**src/lkt_pkg.sv**
```systemverilog
// ----------------------------------------------------------------------------
// lkt_pkg: shared types and constants of the LRU key table
// Command, status, sequencer and rank update encodings; port field layout.
// ----------------------------------------------------------------------------
package lkt_pkg;

  localparam int CMD_W      = 3;
  localparam int STATUS_W   = 2;
  localparam int KEY_IO_W   = 32;
  localparam int FRAME_IO_W = 32;
  localparam int FLAGS_W    = 8;
  localparam int TDATA_W    = KEY_IO_W + FRAME_IO_W + FLAGS_W;
  localparam int FRAME_LSB  = KEY_IO_W;
  localparam int FLAGS_LSB  = KEY_IO_W + FRAME_IO_W;
  localparam int IDX_MAX_W  = 8;

  typedef enum logic [CMD_W-1:0] {
    CMD_FIND      = 3'd0,
    CMD_PUSH      = 3'd1,
    CMD_POP_LRU   = 3'd2,
    CMD_POP_KEY   = 3'd3,
    CMD_POP_FRAME = 3'd4
  } cmd_e;

  typedef enum logic [STATUS_W-1:0] {
    STAT_HIT  = 2'd0,
    STAT_MISS = 2'd1,
    STAT_NEW  = 2'd2,
    STAT_FULL = 2'd3
  } status_e;

  typedef enum logic [1:0] {
    ST_IDLE,
    ST_SCAN,
    ST_UPDATE
  } state_e;

  typedef enum logic [1:0] {
    RANK_NONE,
    RANK_FRONT,
    RANK_INSERT,
    RANK_REMOVE
  } rank_op_e;

  typedef struct packed {
    rank_op_e               op;
    logic [IDX_MAX_W-1:0]   slot;
    logic [IDX_MAX_W-1:0]   rank;
  } rank_upd_t;

  typedef struct packed {
    logic hit;
    logic free;
  } scan_stat_t;

endpackage

```
**src/lkt_ram.sv**
```systemverilog
// ----------------------------------------------------------------------------
// lkt_ram: generic simple dual-port RAM
// One write port, one read port with registered read data.
// ----------------------------------------------------------------------------
module lkt_ram #(
  parameter int WIDTH = 8,
  parameter int DEPTH = 16
) (
  input  logic                     clk_i,
  input  logic                     we_i,
  input  logic [$clog2(DEPTH)-1:0] waddr_i,
  input  logic [WIDTH-1:0]         wdata_i,
  input  logic                     re_i,
  input  logic [$clog2(DEPTH)-1:0] raddr_i,
  output logic [WIDTH-1:0]         rdata_o
);

  logic [WIDTH-1:0] mem_q [DEPTH];
  logic [WIDTH-1:0] rdata_q;

  always_ff @(posedge clk_i) begin
    if (we_i) begin
      mem_q[waddr_i] <= wdata_i;
    end
    if (re_i) begin
      rdata_q <= mem_q[raddr_i];
    end
  end

  assign rdata_o = rdata_q;

endmodule

```
**src/lkt_rank.sv**
```systemverilog
// ----------------------------------------------------------------------------
// lkt_rank: valid bits and recency ranks of the LRU key table
// Applies one rank update to all slots in parallel; reads one slot for scan.
// ----------------------------------------------------------------------------
module lkt_rank #(
  parameter int ENTRIES = 16
) (
  input  logic                       clk_i,
  input  logic                       rst_ni,
  input  lkt_pkg::rank_upd_t         upd_i,
  input  logic [$clog2(ENTRIES)-1:0] rd_idx_i,
  output logic                       rd_valid_o,
  output logic [$clog2(ENTRIES)-1:0] rd_rank_o
);

  localparam int IW = $clog2(ENTRIES);

  logic [ENTRIES-1:0] valid_q, valid_d;
  logic [IW-1:0]      rank_q [ENTRIES];
  logic [IW-1:0]      rank_d [ENTRIES];
  logic [IW-1:0]      slot;
  logic [IW-1:0]      ref_rank;

  assign slot     = upd_i.slot[IW-1:0];
  assign ref_rank = upd_i.rank[IW-1:0];

  always_comb begin
    valid_d = valid_q;
    rank_d  = rank_q;
    for (int i = 0; i < ENTRIES; i++) begin
      case (upd_i.op)
        lkt_pkg::RANK_FRONT: begin
          if (IW'(i) == slot) begin
            rank_d[i] = '0;
          end else if (valid_q[i] && rank_q[i] < ref_rank) begin
            rank_d[i] = rank_q[i] + IW'(1);
          end
        end
        lkt_pkg::RANK_INSERT: begin
          if (IW'(i) == slot) begin
            valid_d[i] = 1'b1;
            rank_d[i]  = '0;
          end else if (valid_q[i]) begin
            rank_d[i] = rank_q[i] + IW'(1);
          end
        end
        lkt_pkg::RANK_REMOVE: begin
          if (IW'(i) == slot) begin
            valid_d[i] = 1'b0;
            rank_d[i]  = '0;
          end else if (valid_q[i] && rank_q[i] > ref_rank) begin
            rank_d[i] = rank_q[i] - IW'(1);
          end
        end
        default: begin
        end
      endcase
    end
  end

  always_ff @(posedge clk_i or negedge rst_ni) begin
    if (!rst_ni) begin
      valid_q <= '0;
      rank_q  <= '{default: '0};
    end else begin
      valid_q <= valid_d;
      rank_q  <= rank_d;
    end
  end

  assign rd_valid_o = valid_q[rd_idx_i];
  assign rd_rank_o  = rank_q[rd_idx_i];

endmodule

```
**src/lkt_scan.sv**
```systemverilog
// ----------------------------------------------------------------------------
// lkt_scan: shared compare unit of the LRU key table
// Checks one slot per cycle while proc_i is high against the request and keeps the best match
// and the lowest free slot.
// ----------------------------------------------------------------------------
module lkt_scan #(
  parameter int ENTRIES     = 16,
  parameter int KEY_WIDTH   = 32,
  parameter int FRAME_WIDTH = 32
) (
  input  logic                         clk_i,
  input  logic                         rst_ni,
  input  logic                         start_i,
  input  logic                         proc_i,
  input  logic [$clog2(ENTRIES)-1:0]   idx_i,
  input  lkt_pkg::cmd_e                cmd_i,
  input  logic [KEY_WIDTH-1:0]         key_i,
  input  logic [FRAME_WIDTH-1:0]       frame_i,
  input  logic                         ent_valid_i,
  input  logic [$clog2(ENTRIES)-1:0]   ent_rank_i,
  input  logic [KEY_WIDTH-1:0]         ent_key_i,
  input  logic [FRAME_WIDTH-1:0]       ent_frame_i,
  input  logic [lkt_pkg::FLAGS_W-1:0]  ent_flags_i,
  output lkt_pkg::scan_stat_t          stat_o,
  output logic [$clog2(ENTRIES)-1:0]   hit_idx_o,
  output logic [$clog2(ENTRIES)-1:0]   hit_rank_o,
  output logic [KEY_WIDTH-1:0]         hit_key_o,
  output logic [FRAME_WIDTH-1:0]       hit_frame_o,
  output logic [lkt_pkg::FLAGS_W-1:0]  hit_flags_o,
  output logic [$clog2(ENTRIES)-1:0]   free_idx_o
);

  localparam int IW = $clog2(ENTRIES);

  logic                        hit_q, hit_d;
  logic                        free_q, free_d;
  logic [IW-1:0]               hit_idx_q, hit_rank_q, free_idx_q;
  logic [KEY_WIDTH-1:0]        hit_key_q;
  logic [FRAME_WIDTH-1:0]      hit_frame_q;
  logic [lkt_pkg::FLAGS_W-1:0] hit_flags_q;
  logic                        match;
  logic                        better;
  logic                        take_hit;
  logic                        take_free;

  always_comb begin
    match  = 1'b0;
    better = ent_rank_i < hit_rank_q;
    case (cmd_i)
      lkt_pkg::CMD_FIND, lkt_pkg::CMD_PUSH, lkt_pkg::CMD_POP_KEY: begin
        match = ent_valid_i && (ent_key_i == key_i);
      end
      lkt_pkg::CMD_POP_FRAME: begin
        match = ent_valid_i && (ent_frame_i == frame_i);
      end
      lkt_pkg::CMD_POP_LRU: begin
        match  = ent_valid_i;
        better = ent_rank_i > hit_rank_q;
      end
      default: begin
        match = 1'b0;
      end
    endcase
    take_hit  = proc_i && match && (!hit_q || better);
    take_free = proc_i && !ent_valid_i && !free_q;
    hit_d     = start_i ? 1'b0 : (hit_q || take_hit);
    free_d    = start_i ? 1'b0 : (free_q || take_free);
  end

  always_ff @(posedge clk_i or negedge rst_ni) begin
    if (!rst_ni) begin
      hit_q  <= 1'b0;
      free_q <= 1'b0;
    end else begin
      hit_q  <= hit_d;
      free_q <= free_d;
    end
  end

  always_ff @(posedge clk_i) begin
    if (take_hit) begin
      hit_idx_q   <= idx_i;
      hit_rank_q  <= ent_rank_i;
      hit_key_q   <= ent_key_i;
      hit_frame_q <= ent_frame_i;
      hit_flags_q <= ent_flags_i;
    end
    if (take_free) begin
      free_idx_q <= idx_i;
    end
  end

  assign stat_o.hit  = hit_q;
  assign stat_o.free = free_q;
  assign hit_idx_o   = hit_idx_q;
  assign hit_rank_o  = hit_rank_q;
  assign hit_key_o   = hit_key_q;
  assign hit_frame_o = hit_frame_q;
  assign hit_flags_o = hit_flags_q;
  assign free_idx_o  = free_idx_q;

endmodule

```
**src/lru_key_table_top.sv**
```systemverilog
// ----------------------------------------------------------------------------
// lru_key_table_top: LRU key table
// Keeps up to ENTRIES entries (key, frame, flags) in recency order and runs
// find, push and pop requests against them.
//
//   channel  dir  tuser           tdata (low bit up)
//   s_axis   in   cmd[2:0]        key_in[31:0] frame_in[63:32] flags_in[71:64]
//   m_axis   out  status[1:0]     key_out[31:0] frame_out[63:32] flags_out[71:64]
//
// After acceptance a request reads every entry of the entry RAM in turn
// through the one shared compare unit, then applies one update of ranks
// and valid bits; the next ready follows that update.
// Reset clears all valid bits and ranks at once; no clearing pass.
// A result not taken holds in the output register; the next request is
// accepted meanwhile, and its update cycle waits until the register frees.
// ----------------------------------------------------------------------------
module lru_key_table_top #(
  parameter int ENTRIES     = 16,
  parameter int KEY_WIDTH   = 32,
  parameter int FRAME_WIDTH = 32
) (
  input  logic                          clk_i,
  input  logic                          rst_ni,
  input  logic                          s_axis_tvalid,
  output logic                          s_axis_tready,
  // key_in, frame_in, flags_in
  input  logic [lkt_pkg::TDATA_W-1:0]   s_axis_tdata,
  // cmd
  input  logic [lkt_pkg::CMD_W-1:0]     s_axis_tuser,
  output logic                          m_axis_tvalid,
  input  logic                          m_axis_tready,
  // key_out, frame_out, flags_out
  output logic [lkt_pkg::TDATA_W-1:0]   m_axis_tdata,
  // status
  output logic [lkt_pkg::STATUS_W-1:0]  m_axis_tuser
);

  localparam int IW    = $clog2(ENTRIES);
  localparam int MEM_W = KEY_WIDTH + FRAME_WIDTH + lkt_pkg::FLAGS_W;

  lkt_pkg::state_e             state_q, state_d;
  lkt_pkg::cmd_e               cmd_q;
  logic [KEY_WIDTH-1:0]        key_q;
  logic [FRAME_WIDTH-1:0]      frame_q;
  logic [lkt_pkg::FLAGS_W-1:0] flags_q;
  logic [IW:0]                 issue_q, issue_d;
  logic                        pvld_q, pvld_d;
  logic [IW-1:0]               pidx_q;
  logic                        out_vld_q, out_vld_d;
  logic [lkt_pkg::TDATA_W-1:0] out_data_q;
  lkt_pkg::status_e            out_stat_q;

  logic                        accept;
  logic                        ram_re;
  logic                        ram_we;
  logic                        load_out;
  logic [MEM_W-1:0]            ram_rdata;
  logic                        ent_valid;
  logic [IW-1:0]               ent_rank;

  lkt_pkg::scan_stat_t         scan_stat;
  logic [IW-1:0]               hit_idx, hit_rank, free_idx;
  logic [KEY_WIDTH-1:0]        hit_key;
  logic [FRAME_WIDTH-1:0]      hit_frame;
  logic [lkt_pkg::FLAGS_W-1:0] hit_flags;

  lkt_pkg::rank_upd_t          upd, upd_gated;
  logic                        insert;
  lkt_pkg::status_e            res_stat;
  logic [KEY_WIDTH-1:0]        res_key;
  logic [FRAME_WIDTH-1:0]      res_frame;
  logic [lkt_pkg::FLAGS_W-1:0] res_flags;
  logic                        res_zero;
  logic [63:0]                 res_key_ext;
  logic [63:0]                 res_frame_ext;

  assign accept = s_axis_tvalid && s_axis_tready;

  // Sequencer
  always_comb begin
    state_d       = state_q;
    issue_d       = issue_q;
    s_axis_tready = (state_q == lkt_pkg::ST_IDLE);
    ram_re        = 1'b0;
    load_out      = 1'b0;
    case (state_q)
      lkt_pkg::ST_IDLE: begin
        if (accept) begin
          state_d = lkt_pkg::ST_SCAN;
          issue_d = '0;
        end
      end
      lkt_pkg::ST_SCAN: begin
        if (issue_q < (IW + 1)'(ENTRIES)) begin
          ram_re  = 1'b1;
          issue_d = issue_q + (IW + 1)'(1);
        end
        if (pvld_q && pidx_q == IW'(ENTRIES - 1)) begin
          state_d = lkt_pkg::ST_UPDATE;
        end
      end
      lkt_pkg::ST_UPDATE: begin
        if (!out_vld_q || m_axis_tready) begin
          load_out = 1'b1;
          state_d  = lkt_pkg::ST_IDLE;
        end
      end
      default: begin
        state_d = lkt_pkg::ST_IDLE;
      end
    endcase
    pvld_d = ram_re;
  end

  // Outcome of the scan
  always_comb begin
    upd       = '0;
    upd.op    = lkt_pkg::RANK_NONE;
    insert    = 1'b0;
    res_stat  = lkt_pkg::STAT_MISS;
    res_key   = hit_key;
    res_frame = hit_frame;
    res_flags = hit_flags;
    res_zero  = 1'b1;
    case (cmd_q)
      lkt_pkg::CMD_FIND, lkt_pkg::CMD_PUSH: begin
        if (scan_stat.hit) begin
          res_stat = lkt_pkg::STAT_HIT;
          res_zero = 1'b0;
          upd.op   = lkt_pkg::RANK_FRONT;
          upd.slot = lkt_pkg::IDX_MAX_W'(hit_idx);
          upd.rank = lkt_pkg::IDX_MAX_W'(hit_rank);
        end else if (cmd_q == lkt_pkg::CMD_PUSH) begin
          if (scan_stat.free) begin
            res_stat  = lkt_pkg::STAT_NEW;
            res_zero  = 1'b0;
            res_key   = key_q;
            res_frame = frame_q;
            res_flags = flags_q;
            insert    = 1'b1;
            upd.op    = lkt_pkg::RANK_INSERT;
            upd.slot  = lkt_pkg::IDX_MAX_W'(free_idx);
          end else begin
            res_stat = lkt_pkg::STAT_FULL;
          end
        end
      end
      lkt_pkg::CMD_POP_LRU, lkt_pkg::CMD_POP_KEY, lkt_pkg::CMD_POP_FRAME: begin
        if (scan_stat.hit) begin
          res_stat = lkt_pkg::STAT_HIT;
          res_zero = 1'b0;
          upd.op   = lkt_pkg::RANK_REMOVE;
          upd.slot = lkt_pkg::IDX_MAX_W'(hit_idx);
          upd.rank = lkt_pkg::IDX_MAX_W'(hit_rank);
        end
      end
      default: begin
        res_stat = lkt_pkg::STAT_MISS;
      end
    endcase
  end

  always_comb begin
    upd_gated = upd;
    if (!load_out) begin
      upd_gated.op = lkt_pkg::RANK_NONE;
    end
  end

  assign ram_we        = load_out && insert;
  assign res_key_ext   = 64'(res_key);
  assign res_frame_ext = 64'(res_frame);
  assign out_vld_d     = load_out || (out_vld_q && !m_axis_tready);

  always_ff @(posedge clk_i or negedge rst_ni) begin
    if (!rst_ni) begin
      state_q   <= lkt_pkg::ST_IDLE;
      issue_q   <= '0;
      pvld_q    <= 1'b0;
      out_vld_q <= 1'b0;
    end else begin
      state_q   <= state_d;
      issue_q   <= issue_d;
      pvld_q    <= pvld_d;
      out_vld_q <= out_vld_d;
    end
  end

  always_ff @(posedge clk_i) begin
    if (accept) begin
      cmd_q   <= lkt_pkg::cmd_e'(s_axis_tuser);
      key_q   <= KEY_WIDTH'(s_axis_tdata[lkt_pkg::KEY_IO_W-1:0]);
      frame_q <= FRAME_WIDTH'(s_axis_tdata[lkt_pkg::FRAME_LSB +: lkt_pkg::FRAME_IO_W]);
      flags_q <= s_axis_tdata[lkt_pkg::FLAGS_LSB +: lkt_pkg::FLAGS_W];
    end
    pidx_q <= issue_q[IW-1:0];
    if (load_out) begin
      out_stat_q <= res_stat;
      out_data_q <= res_zero ? '0 :
                    {res_flags, res_frame_ext[lkt_pkg::FRAME_IO_W-1:0],
                     res_key_ext[lkt_pkg::KEY_IO_W-1:0]};
    end
  end

  lkt_ram #(
    .WIDTH (MEM_W),
    .DEPTH (ENTRIES)
  ) u_ram (
    .clk_i   (clk_i),
    .we_i    (ram_we),
    .waddr_i (free_idx),
    .wdata_i ({flags_q, frame_q, key_q}),
    .re_i    (ram_re),
    .raddr_i (issue_q[IW-1:0]),
    .rdata_o (ram_rdata)
  );

  lkt_rank #(
    .ENTRIES (ENTRIES)
  ) u_rank (
    .clk_i      (clk_i),
    .rst_ni     (rst_ni),
    .upd_i      (upd_gated),
    .rd_idx_i   (pidx_q),
    .rd_valid_o (ent_valid),
    .rd_rank_o  (ent_rank)
  );

  lkt_scan #(
    .ENTRIES     (ENTRIES),
    .KEY_WIDTH   (KEY_WIDTH),
    .FRAME_WIDTH (FRAME_WIDTH)
  ) u_scan (
    .clk_i       (clk_i),
    .rst_ni      (rst_ni),
    .start_i     (accept),
    .proc_i      (pvld_q),
    .idx_i       (pidx_q),
    .cmd_i       (cmd_q),
    .key_i       (key_q),
    .frame_i     (frame_q),
    .ent_valid_i (ent_valid),
    .ent_rank_i  (ent_rank),
    .ent_key_i   (ram_rdata[KEY_WIDTH-1:0]),
    .ent_frame_i (ram_rdata[KEY_WIDTH +: FRAME_WIDTH]),
    .ent_flags_i (ram_rdata[KEY_WIDTH + FRAME_WIDTH +: lkt_pkg::FLAGS_W]),
    .stat_o      (scan_stat),
    .hit_idx_o   (hit_idx),
    .hit_rank_o  (hit_rank),
    .hit_key_o   (hit_key),
    .hit_frame_o (hit_frame),
    .hit_flags_o (hit_flags),
    .free_idx_o  (free_idx)
  );

  assign m_axis_tvalid = out_vld_q;
  assign m_axis_tdata  = out_data_q;
  assign m_axis_tuser  = out_stat_q;

endmodule

```
**config.mk**
```make
export PLATFORM = sky130hd
export DESIGN_NAME = lru_key_table_top
export DESIGN_NICKNAME = d
export VERILOG_FILES = /design/src/lkt_pkg.sv /design/src/lkt_ram.sv /design/src/lkt_rank.sv /design/src/lkt_scan.sv /design/src/lru_key_table_top.sv
export SDC_FILE = /design/constraint.sdc
export NUM_CORES = 2
export LEC_CHECK = 0
export ABC_CLOCK_PERIOD_IN_PS = 7400
export BUFFER_PORTS_ARGS = -buffer_cell sky130_fd_sc_hd__buf_2
export CORE_AREA = 5 5 505 507
export CTS_BUF_LIST = sky130_fd_sc_hd__clkbuf_16
export CTS_CLUSTER_DIAMETER = 200
export DETAILED_ROUTE_END_ITERATION = 8
export DIE_AREA = 0 0 510 512
export SETUP_SLACK_MARGIN = 0.02
export SYNTH_ARGS = -nofsm -noshare
export SYNTH_HDL_FRONTEND = slang
export SYNTH_SLANG_ARGS = --single-unit
```
**constraint.sdc**
```tcl
create_clock -name clk_i -period 7.4 [get_ports clk_i]
set_clock_uncertainty 0.05 [all_clocks]
set_input_delay 1.11 -clock clk_i [delete_from_list [all_inputs] [get_ports clk_i]]
set_output_delay 1.11 -clock clk_i [all_outputs]
set_load 0.02 [all_outputs]
```
[Word-level counts from Yosys, hierarchy flattened]
Memory sizes are Yosys's and may differ from the RTL's. A register that Yosys moved wholly into a read port is not among the register bits.
Index checks and enable logic that the tools add are counted.
Word-level totals
  memories: 1
  register bits: 328
  logic and storage cells: 544
  memory bits (writable): 1152
  input port bits: 79
Operators by class
  reduce and logical (&&, ||, !) cells: 95
  bitwise operators: 1
  eq/ne operators: 111
  $lt $le $gt $ge: 37
  $add $sub $neg: 33
  muxes and demuxes: 215
Memories
  u_ram.mem_q: words 16, width 72, rd ports 1, clocked after memory_dff 1, write ports 1, RTL line lkt_ram.sv:18  | logic [WIDTH-1:0] mem_q [DEPTH];
Operator list (count)
  2-to-1 mux 4 bit: 99
  2-to-1 mux 32 bit: 8
  case mux 4 bit (3 select lines): 16
  inequality test 3 x 1 -> 1 bit, second input constant: 48
  > comparator 4 bit: 17
  < comparator 4 bit: 17
  inequality test 2 x 1 -> 1 bit, second input constant: 33
  adder 4 x 1 -> 4 bit, second input constant: 16
  equality test 32 bit: 2
  AND reduction 4 bit: 16
  subtractor 4 x 1 -> 4 bit, second input constant: 16
  AND reduction 3 bit: 18
  2-to-1 mux 1 bit: 52
  logical AND 1 bit: 42
  case mux 18 bit (2 select lines): 1
  case mux 1 bit (2 select lines): 17
  equality test 4 bit, first input constant: 8
  2-to-1 mux 8 bit: 4
  2-to-1 mux 10 bit: 3
  2-to-1 mux 18 bit: 1
  binary-select mux 4 bit (select 4 bit): 1
  equality test 3 x 4 -> 1 bit, first input constant: 4
  2-to-1 mux 2 bit: 6
  2-to-1 mux 5 bit: 2
  other kinds (28): 45

[Longest topological paths before layout]
  word-level depth: 10
  gate-level depth with buffers: 13

[By module]
A second synthesis with hierarchy kept.
Second synthesis, totals
  cells, all modules: 3425
  area, all modules: 63373.3 sq um
By module, submodules not included
  lkt_ram: times used 1, area an instance 45270.9 sq um, cells an instance 1850
  lkt_rank: times used 1, area an instance 7792.5 sq um, cells an instance 871
  lru_key_table_top: times used 1, area an instance 6726.5 sq um, cells an instance 488
  lkt_scan: times used 1, area an instance 3583.4 sq um, cells an instance 216

[Least setup slack after synthesis]
No wires, ideal clock.
  path type: flip-flop to flip-flop
  from: register pidx_q[0]
  to: register u_scan.hit_flags_q, in the netlist u_scan.hit_flags_o[0], enable pin
  slack: -0.661 ns
  arrival time: 7.444 ns
  cell stages (with the launch flop): 11
  required time: 6.784 ns
  period minus slack after synthesis: 8.061 ns
  cells stage by stage: dfxtp_1 > buf_2 > buf_2 > mux4_2 > mux4_2 > ha_1 > nor2b_1 > o21a_1 > o21a_1 > or3_1 > a31oi_1
On the way
  longest elaborated chain between the ends: 8
  elaborated cells between the ends (all ways): 15
Ends and longest elaborated chain
  from (decl): RTL line lru_key_table_top.sv:48  | logic [IW-1:0] pidx_q;
  from (signal assigned): RTL line lru_key_table_top.sv:196  | pidx_q <= issue_q[IW-1:0];
  inverter 4 -> 5 bit (not written as such) (*): RTL line lkt_rank.sv:72  | assign rd_rank_o = rank_q[rd_idx_i];
  binary-select mux 4 bit (select 4 bit) (*): RTL line lkt_rank.sv:72
  2-to-1 mux 4 bit (not written as such) (*) (2 in series): RTL line lkt_rank.sv:72
  named net ent_rank[1]: RTL line lru_key_table_top.sv:59  | logic [IW-1:0] ent_rank;
  < comparator 4 bit / > comparator 4 bit (equally long branches): RTL line lkt_scan.sv:48, lkt_scan.sv:58
  2-to-1 mux 1 bit (*): RTL line lkt_scan.sv:49  | case (cmd_i)
  logical OR 1 bit (*): RTL line lkt_scan.sv:64  | take_hit = proc_i && match && (!hit_q || better);
  logical AND 1 bit (*): RTL line lkt_scan.sv:64
  named net u_scan.take_hit: RTL line lkt_scan.sv:43  | logic take_hit;
  to (signal assigned): RTL line lkt_scan.sv:86  | hit_flags_q <= ent_flags_i;
  to (decl): RTL line lkt_scan.sv:40  | logic [lkt_pkg::FLAGS_W-1:0] hit_flags_q;
The timed path passes the listed nets; every way through them passes the cells marked *. The select of a mux whose other input is x is not followed.
A chain may end at the register's enable or synchronous reset.

[Worst setup path in the final report]
  from: register pidx_q[1]
  to: register u_scan.hit_key_q[18] (netlist: u_scan.hit_key_o[18]), enable pin
On the way
  longest elaborated chain between the ends: 8
  elaborated cells between the ends (all ways): 15
Ends and longest elaborated chain
  inverter 4 -> 5 bit (not written as such) (*): RTL line lkt_rank.sv:72
  binary-select mux 4 bit (select 4 bit) (*): RTL line lkt_rank.sv:72
  2-to-1 mux 4 bit (not written as such) (*) (2 in series): RTL line lkt_rank.sv:72
  named net ent_rank[1]: RTL line lru_key_table_top.sv:59
  < comparator 4 bit / > comparator 4 bit (equally long branches): RTL line lkt_scan.sv:48, lkt_scan.sv:58
  2-to-1 mux 1 bit (*): RTL line lkt_scan.sv:49
  logical OR 1 bit (*): RTL line lkt_scan.sv:64
  logical AND 1 bit (*): RTL line lkt_scan.sv:64
  named net u_scan.take_hit: RTL line lkt_scan.sv:43
  to (signal assigned): RTL line lkt_scan.sv:84  | hit_key_q <= ent_key_i;
  to (decl): RTL line lkt_scan.sv:38  | logic [KEY_WIDTH-1:0] hit_key_q;
Marks and branches as above.

==> qor.yml <==
mappedNetlistNets: 3315
start_util_pct: 24.81
critical_path.cell_chain: "mux4_2 > mux4_2 > ha_1 > nor2b_1 > o21a_1 > o21a_1 > or3_1 > a31oi_4 > buf_4"
insertion_delay_ns: 0.82
fin_ws_ns: 2.752
reg2reg_from: "pidx_q[1]"
post-synth-top-area-cell: "sky130_fd_sc_hd__edfxtp_1"
grt_first_pass_wirelength_um: 234100
clk_pin_slew_worst_paths_ns: 0.06
cts.sink_count: 1552
postSynth.topFlopCell: "sky130_fd_sc_hd__edfxtp_1"
yosys_warnings: 0
cp_data_required_time_ns: 7.76
crit_buf_inv: 1
cts.repair_timing.setup_buffer_count: 0
layout_min_cycle_time_ns: 4.648
async_reset_ff_share_pct: 5.863
power_density_mw_per_mm2: 332.0
syn_avg_cell_area_um2: 19.78
hpwlAfterDp_um: 95960
report.final.slew_viol_count: 0
dr.first_iter.drc_count: 3055
fmax_mhz: 215.1
final-instance-count-excl-fill: 6877
grt.total_usage_pct: 12.21
setup-tns-final_ns: 0
r2r_depth: 9
fp.dieArea_mm2: 0.2611
netlist_instances: 3135
cts_hold_buffers: 0
fin_nets: 3573
floorplan.die.width_um: 510
final.period_utilization_pct: 62.81
cp_top_family: "flip-flops"
flow.area_growth_from_synthesis_pct: 16.77
worst_ir_drop_vdd_v: 0.0002690
wl_per_cell_um: 23.61
post-place-cells: 6575
r2r_setup_slack_ns: 2.75
tritoncts: "done"
critical_path_end_type: "flop"
cts_root_buf: "sky130_fd_sc_hd__clkbuf_16"
ios: 155
number_of_enable_flip_flop_cells_after_synthesis: 1457
placement.io_buffers: 154
cts_made_buffers: 164
fin_worst_hold_slack_ns: 0.3303
hold_violations: 0
cpPeakStageDelay_ns: 1.04
cts_resized: 0
maxCapViolations: 0
layout-drive-gt1-share_pct: 24.91
grt_antenna_before_repair: 15
fillCellCount: 24620
relSlewSlack_pct: 26.41
placement_rows: 184
rsz0062_at_grt: "false"
cts.htree.levels: 4
synth.cell_area_mm2: 0.06202
critPathSlowestCell: "sky130_fd_sc_hd__dfxtp_1"
hold_path_class: "in -> async"
ys_types: 75
power.static_leakage_nw: 23.33
r2r_end: "u_scan.hit_key_o[18]"
chipHeight_um: 512
global_route.overflow_total: 0
netlist.area_leader.share_pct: 70.55
drt_pre_antenna_iters: 6
finalPower_w: 0.02404
route.detailed.drc: 0
via_count_of_the_first_global_routing_pass: 32360
result_of_the_run: "complete, no violations"
worstPathArrival_ns: 5.01
worstMarginPinSlew_ns: 1.104
route.detailed.vias_per_inst: 4.577
grt_start_max_net_pins: 107
placement_setup_slack_ns: 2.720
critical_path_peak_fanout: 49
final-setup-viol-count: 0
place.gp.congestion: 0.8078
number_of_vias_in_the_routed_layout: 31480
crit_type: "reg -> reg"
coreArea_mm2: 0.2500
route.antenna.remaining_nets: 0
worst_setup_path_start_kind: "flop"
ys_seq_area_share_pct: 74.35
yosys-top-cells-area: "sky130_fd_sc_hd__edfxtp_1 (71%), sky130_fd_sc_hd__mux4_2 (14%), sky130_fd_sc_hd__dfrtp_1 (3.7%), sky130_fd_sc_hd__ha_1 (2.0%), sky130_fd_sc_hd__nand2_1 (1.5%)"
cts.path.max_buffers: 3
synth.ff_latch_count: 1552
wl_um: 162400
==> worst register-to-register path: stages (launching register included) <==
cell,delay [ns]
sky130_fd_sc_hd__dfxtp_1,1.04
sky130_fd_sc_hd__mux4_2,0.49
sky130_fd_sc_hd__mux4_2,0.53
sky130_fd_sc_hd__ha_1,0.33
sky130_fd_sc_hd__nor2b_1,0.13
sky130_fd_sc_hd__o21a_1,0.16
sky130_fd_sc_hd__o21a_1,0.19
sky130_fd_sc_hd__or3_1,0.36
sky130_fd_sc_hd__a31oi_4,0.20
sky130_fd_sc_hd__buf_4,0.76
==> per-layer routing <==
layer,share of wire (%),track usage (%)
met4,3.0,4.097
met1,42,16.21
met3,6.2,2.318
met2,49,20.08
met5,0.040,0
==> state kept, by name (all words and copies together), names as in the netlist <==
register            cells
m_axis_tuser            2
pidx_q                  4
u_scan.free_idx_o       4
u_scan.hit_key_o       32
state_q                 2
flags_q                 8
u_ram.mem_q          1152
u_scan.free_q           1
u_scan.hit_flags_o      8
u_scan.hit_rank_o       4
cmd_q                   3
u_scan.hit_q            1
m_axis_tdata           72
issue_q                 5
pvld_q                  1
u_rank.rank_q          64
frame_q                32
m_axis_tvalid           1
u_scan.hit_idx_o        4
u_scan.hit_frame_o     32
u_ram.rdata_o          72
key_q                  32
u_rank.valid_q         16
==> final cells by class <==
| class | instances | area [um2] | area share, % |
|---|---|---|---|
| sequential | 1552 | 46120 | 63.69 |
| inverter | 54 | 205.2 | 0.2833 |
| multi-input combinational | 1394 | 15320 | 21.15 |
| clock buffer | 164 | 4104 | 5.667 |
| clock inverter | 137 | 1117 | 1.543 |
| tap | 3348 | 4189 | 5.784 |
| antenna | 1 | 2.502 | 0.003455 |
| timing repair buffer | 227 | 1359 | 1.876 |
==> Yosys cell counts (4+ instances only) <==
cell	instances
sky130_fd_sc_hd__edfxtp_1	1457
sky130_fd_sc_hd__mux4_2	384
sky130_fd_sc_hd__nand2_1	241
sky130_fd_sc_hd__a21oi_1	130
sky130_fd_sc_hd__ha_1	101
sky130_fd_sc_hd__dfrtp_1	91
sky130_fd_sc_hd__clkbuf_1	85
sky130_fd_sc_hd__nor2_1	71
sky130_fd_sc_hd__xnor2_1	59
sky130_fd_sc_hd__inv_1	52
sky130_fd_sc_hd__o21ai_0	40
sky130_fd_sc_hd__xor2_1	36
sky130_fd_sc_hd__nand4_1	35
sky130_fd_sc_hd__nand3_1	33
sky130_fd_sc_hd__buf_2	29
sky130_fd_sc_hd__buf_1	19
sky130_fd_sc_hd__o21ai_1	17
sky130_fd_sc_hd__mux2i_1	16
sky130_fd_sc_hd__nor4_1	16
sky130_fd_sc_hd__o31ai_1	15
sky130_fd_sc_hd__a21o_1	14
sky130_fd_sc_hd__and3_1	13
sky130_fd_sc_hd__nor3_1	13
sky130_fd_sc_hd__o22ai_1	13
sky130_fd_sc_hd__or4_1	13
sky130_fd_sc_hd__o211ai_1	12
sky130_fd_sc_hd__nand2b_1	10
sky130_fd_sc_hd__nor2b_1	10
sky130_fd_sc_hd__or3_1	9
sky130_fd_sc_hd__mux2_2	8
sky130_fd_sc_hd__a22o_1	7
sky130_fd_sc_hd__a31oi_1	5
sky130_fd_sc_hd__and2_1	5
sky130_fd_sc_hd__o21a_1	5
sky130_fd_sc_hd__dfxtp_1	4
sky130_fd_sc_hd__nor3b_1	4
==> where the power goes <==
group	leakage [nW]	total (W)	switching (W)	internal, W
Sequential	14.3	0.0111	0.000710	0.0104
Clock	2.67	0.00789	0.00352	0.00437
Combinational	6.32	0.00507	0.00259	0.00248
Total	23.3	0.0240	0.00682	0.0172
==> metrics by stage <==
step	util [%]	cell area, um2
after floorplan	-	62020
after global placement	26.88	67200
after detailed placement	26.88	67200
after CTS	28.96	72420
after global routing	28.97	72420
final	28.97	72420
==> layout by cell type, fill, tap and decap left out, drive strengths merged, types with 14 or more instances in the layout <==
cell type  netlist  routed
edfxtp        1457    1457
mux4           384     384
nand2          241     241
buf             50     227
clkbuf          85     164
a21oi          130     130
ha             101     101
inv             54      98
dfrtp           91      91
clkinv           0      81
nor2            73      73
xnor2           59      59
o21ai           58      58
xor2            36      36
nand4           35      35
nand3           33      33
nor4            16      16
mux2i           16      16
o31ai           16      16
nor3            15      15
a21o            14      14
==> kinds of logic after synthesis <==
family	synth area share (%)
flops	74.35
simple gates	3.664
mux	14.37
compound gates	3.028
buf+inv	1.215
fa+ha+maj	2.038
xor+xnor	1.342
==> how the worst max path moves through the flow <==
| stage | from | to | slack (ns) | cells past startpoint |
|---|---|---|---|---|
| 6_report | pidx_q[1] | u_scan.hit_key_o[18] | 2.75 | 9 |
| 5_1_grt | pidx_q[1] | u_scan.hit_key_o[19] | 2.66 | 9 |
| 4_1_cts | pidx_q[1] | u_scan.hit_key_o[19] | 2.76 | 9 |
| 3_5_place_dp | m_axis_tready | u_ram.mem_q[15][52] | 2.72 | 7 |
| 3_3_place_gp | m_axis_tready | u_ram.mem_q[8][36] | 2.71 | 8 |
| 2_1_floorplan | m_axis_tready | u_ram.mem_q[12][0] | 0.07 | 5 |
Note: power is estimated with default switching activity, not from simulation.
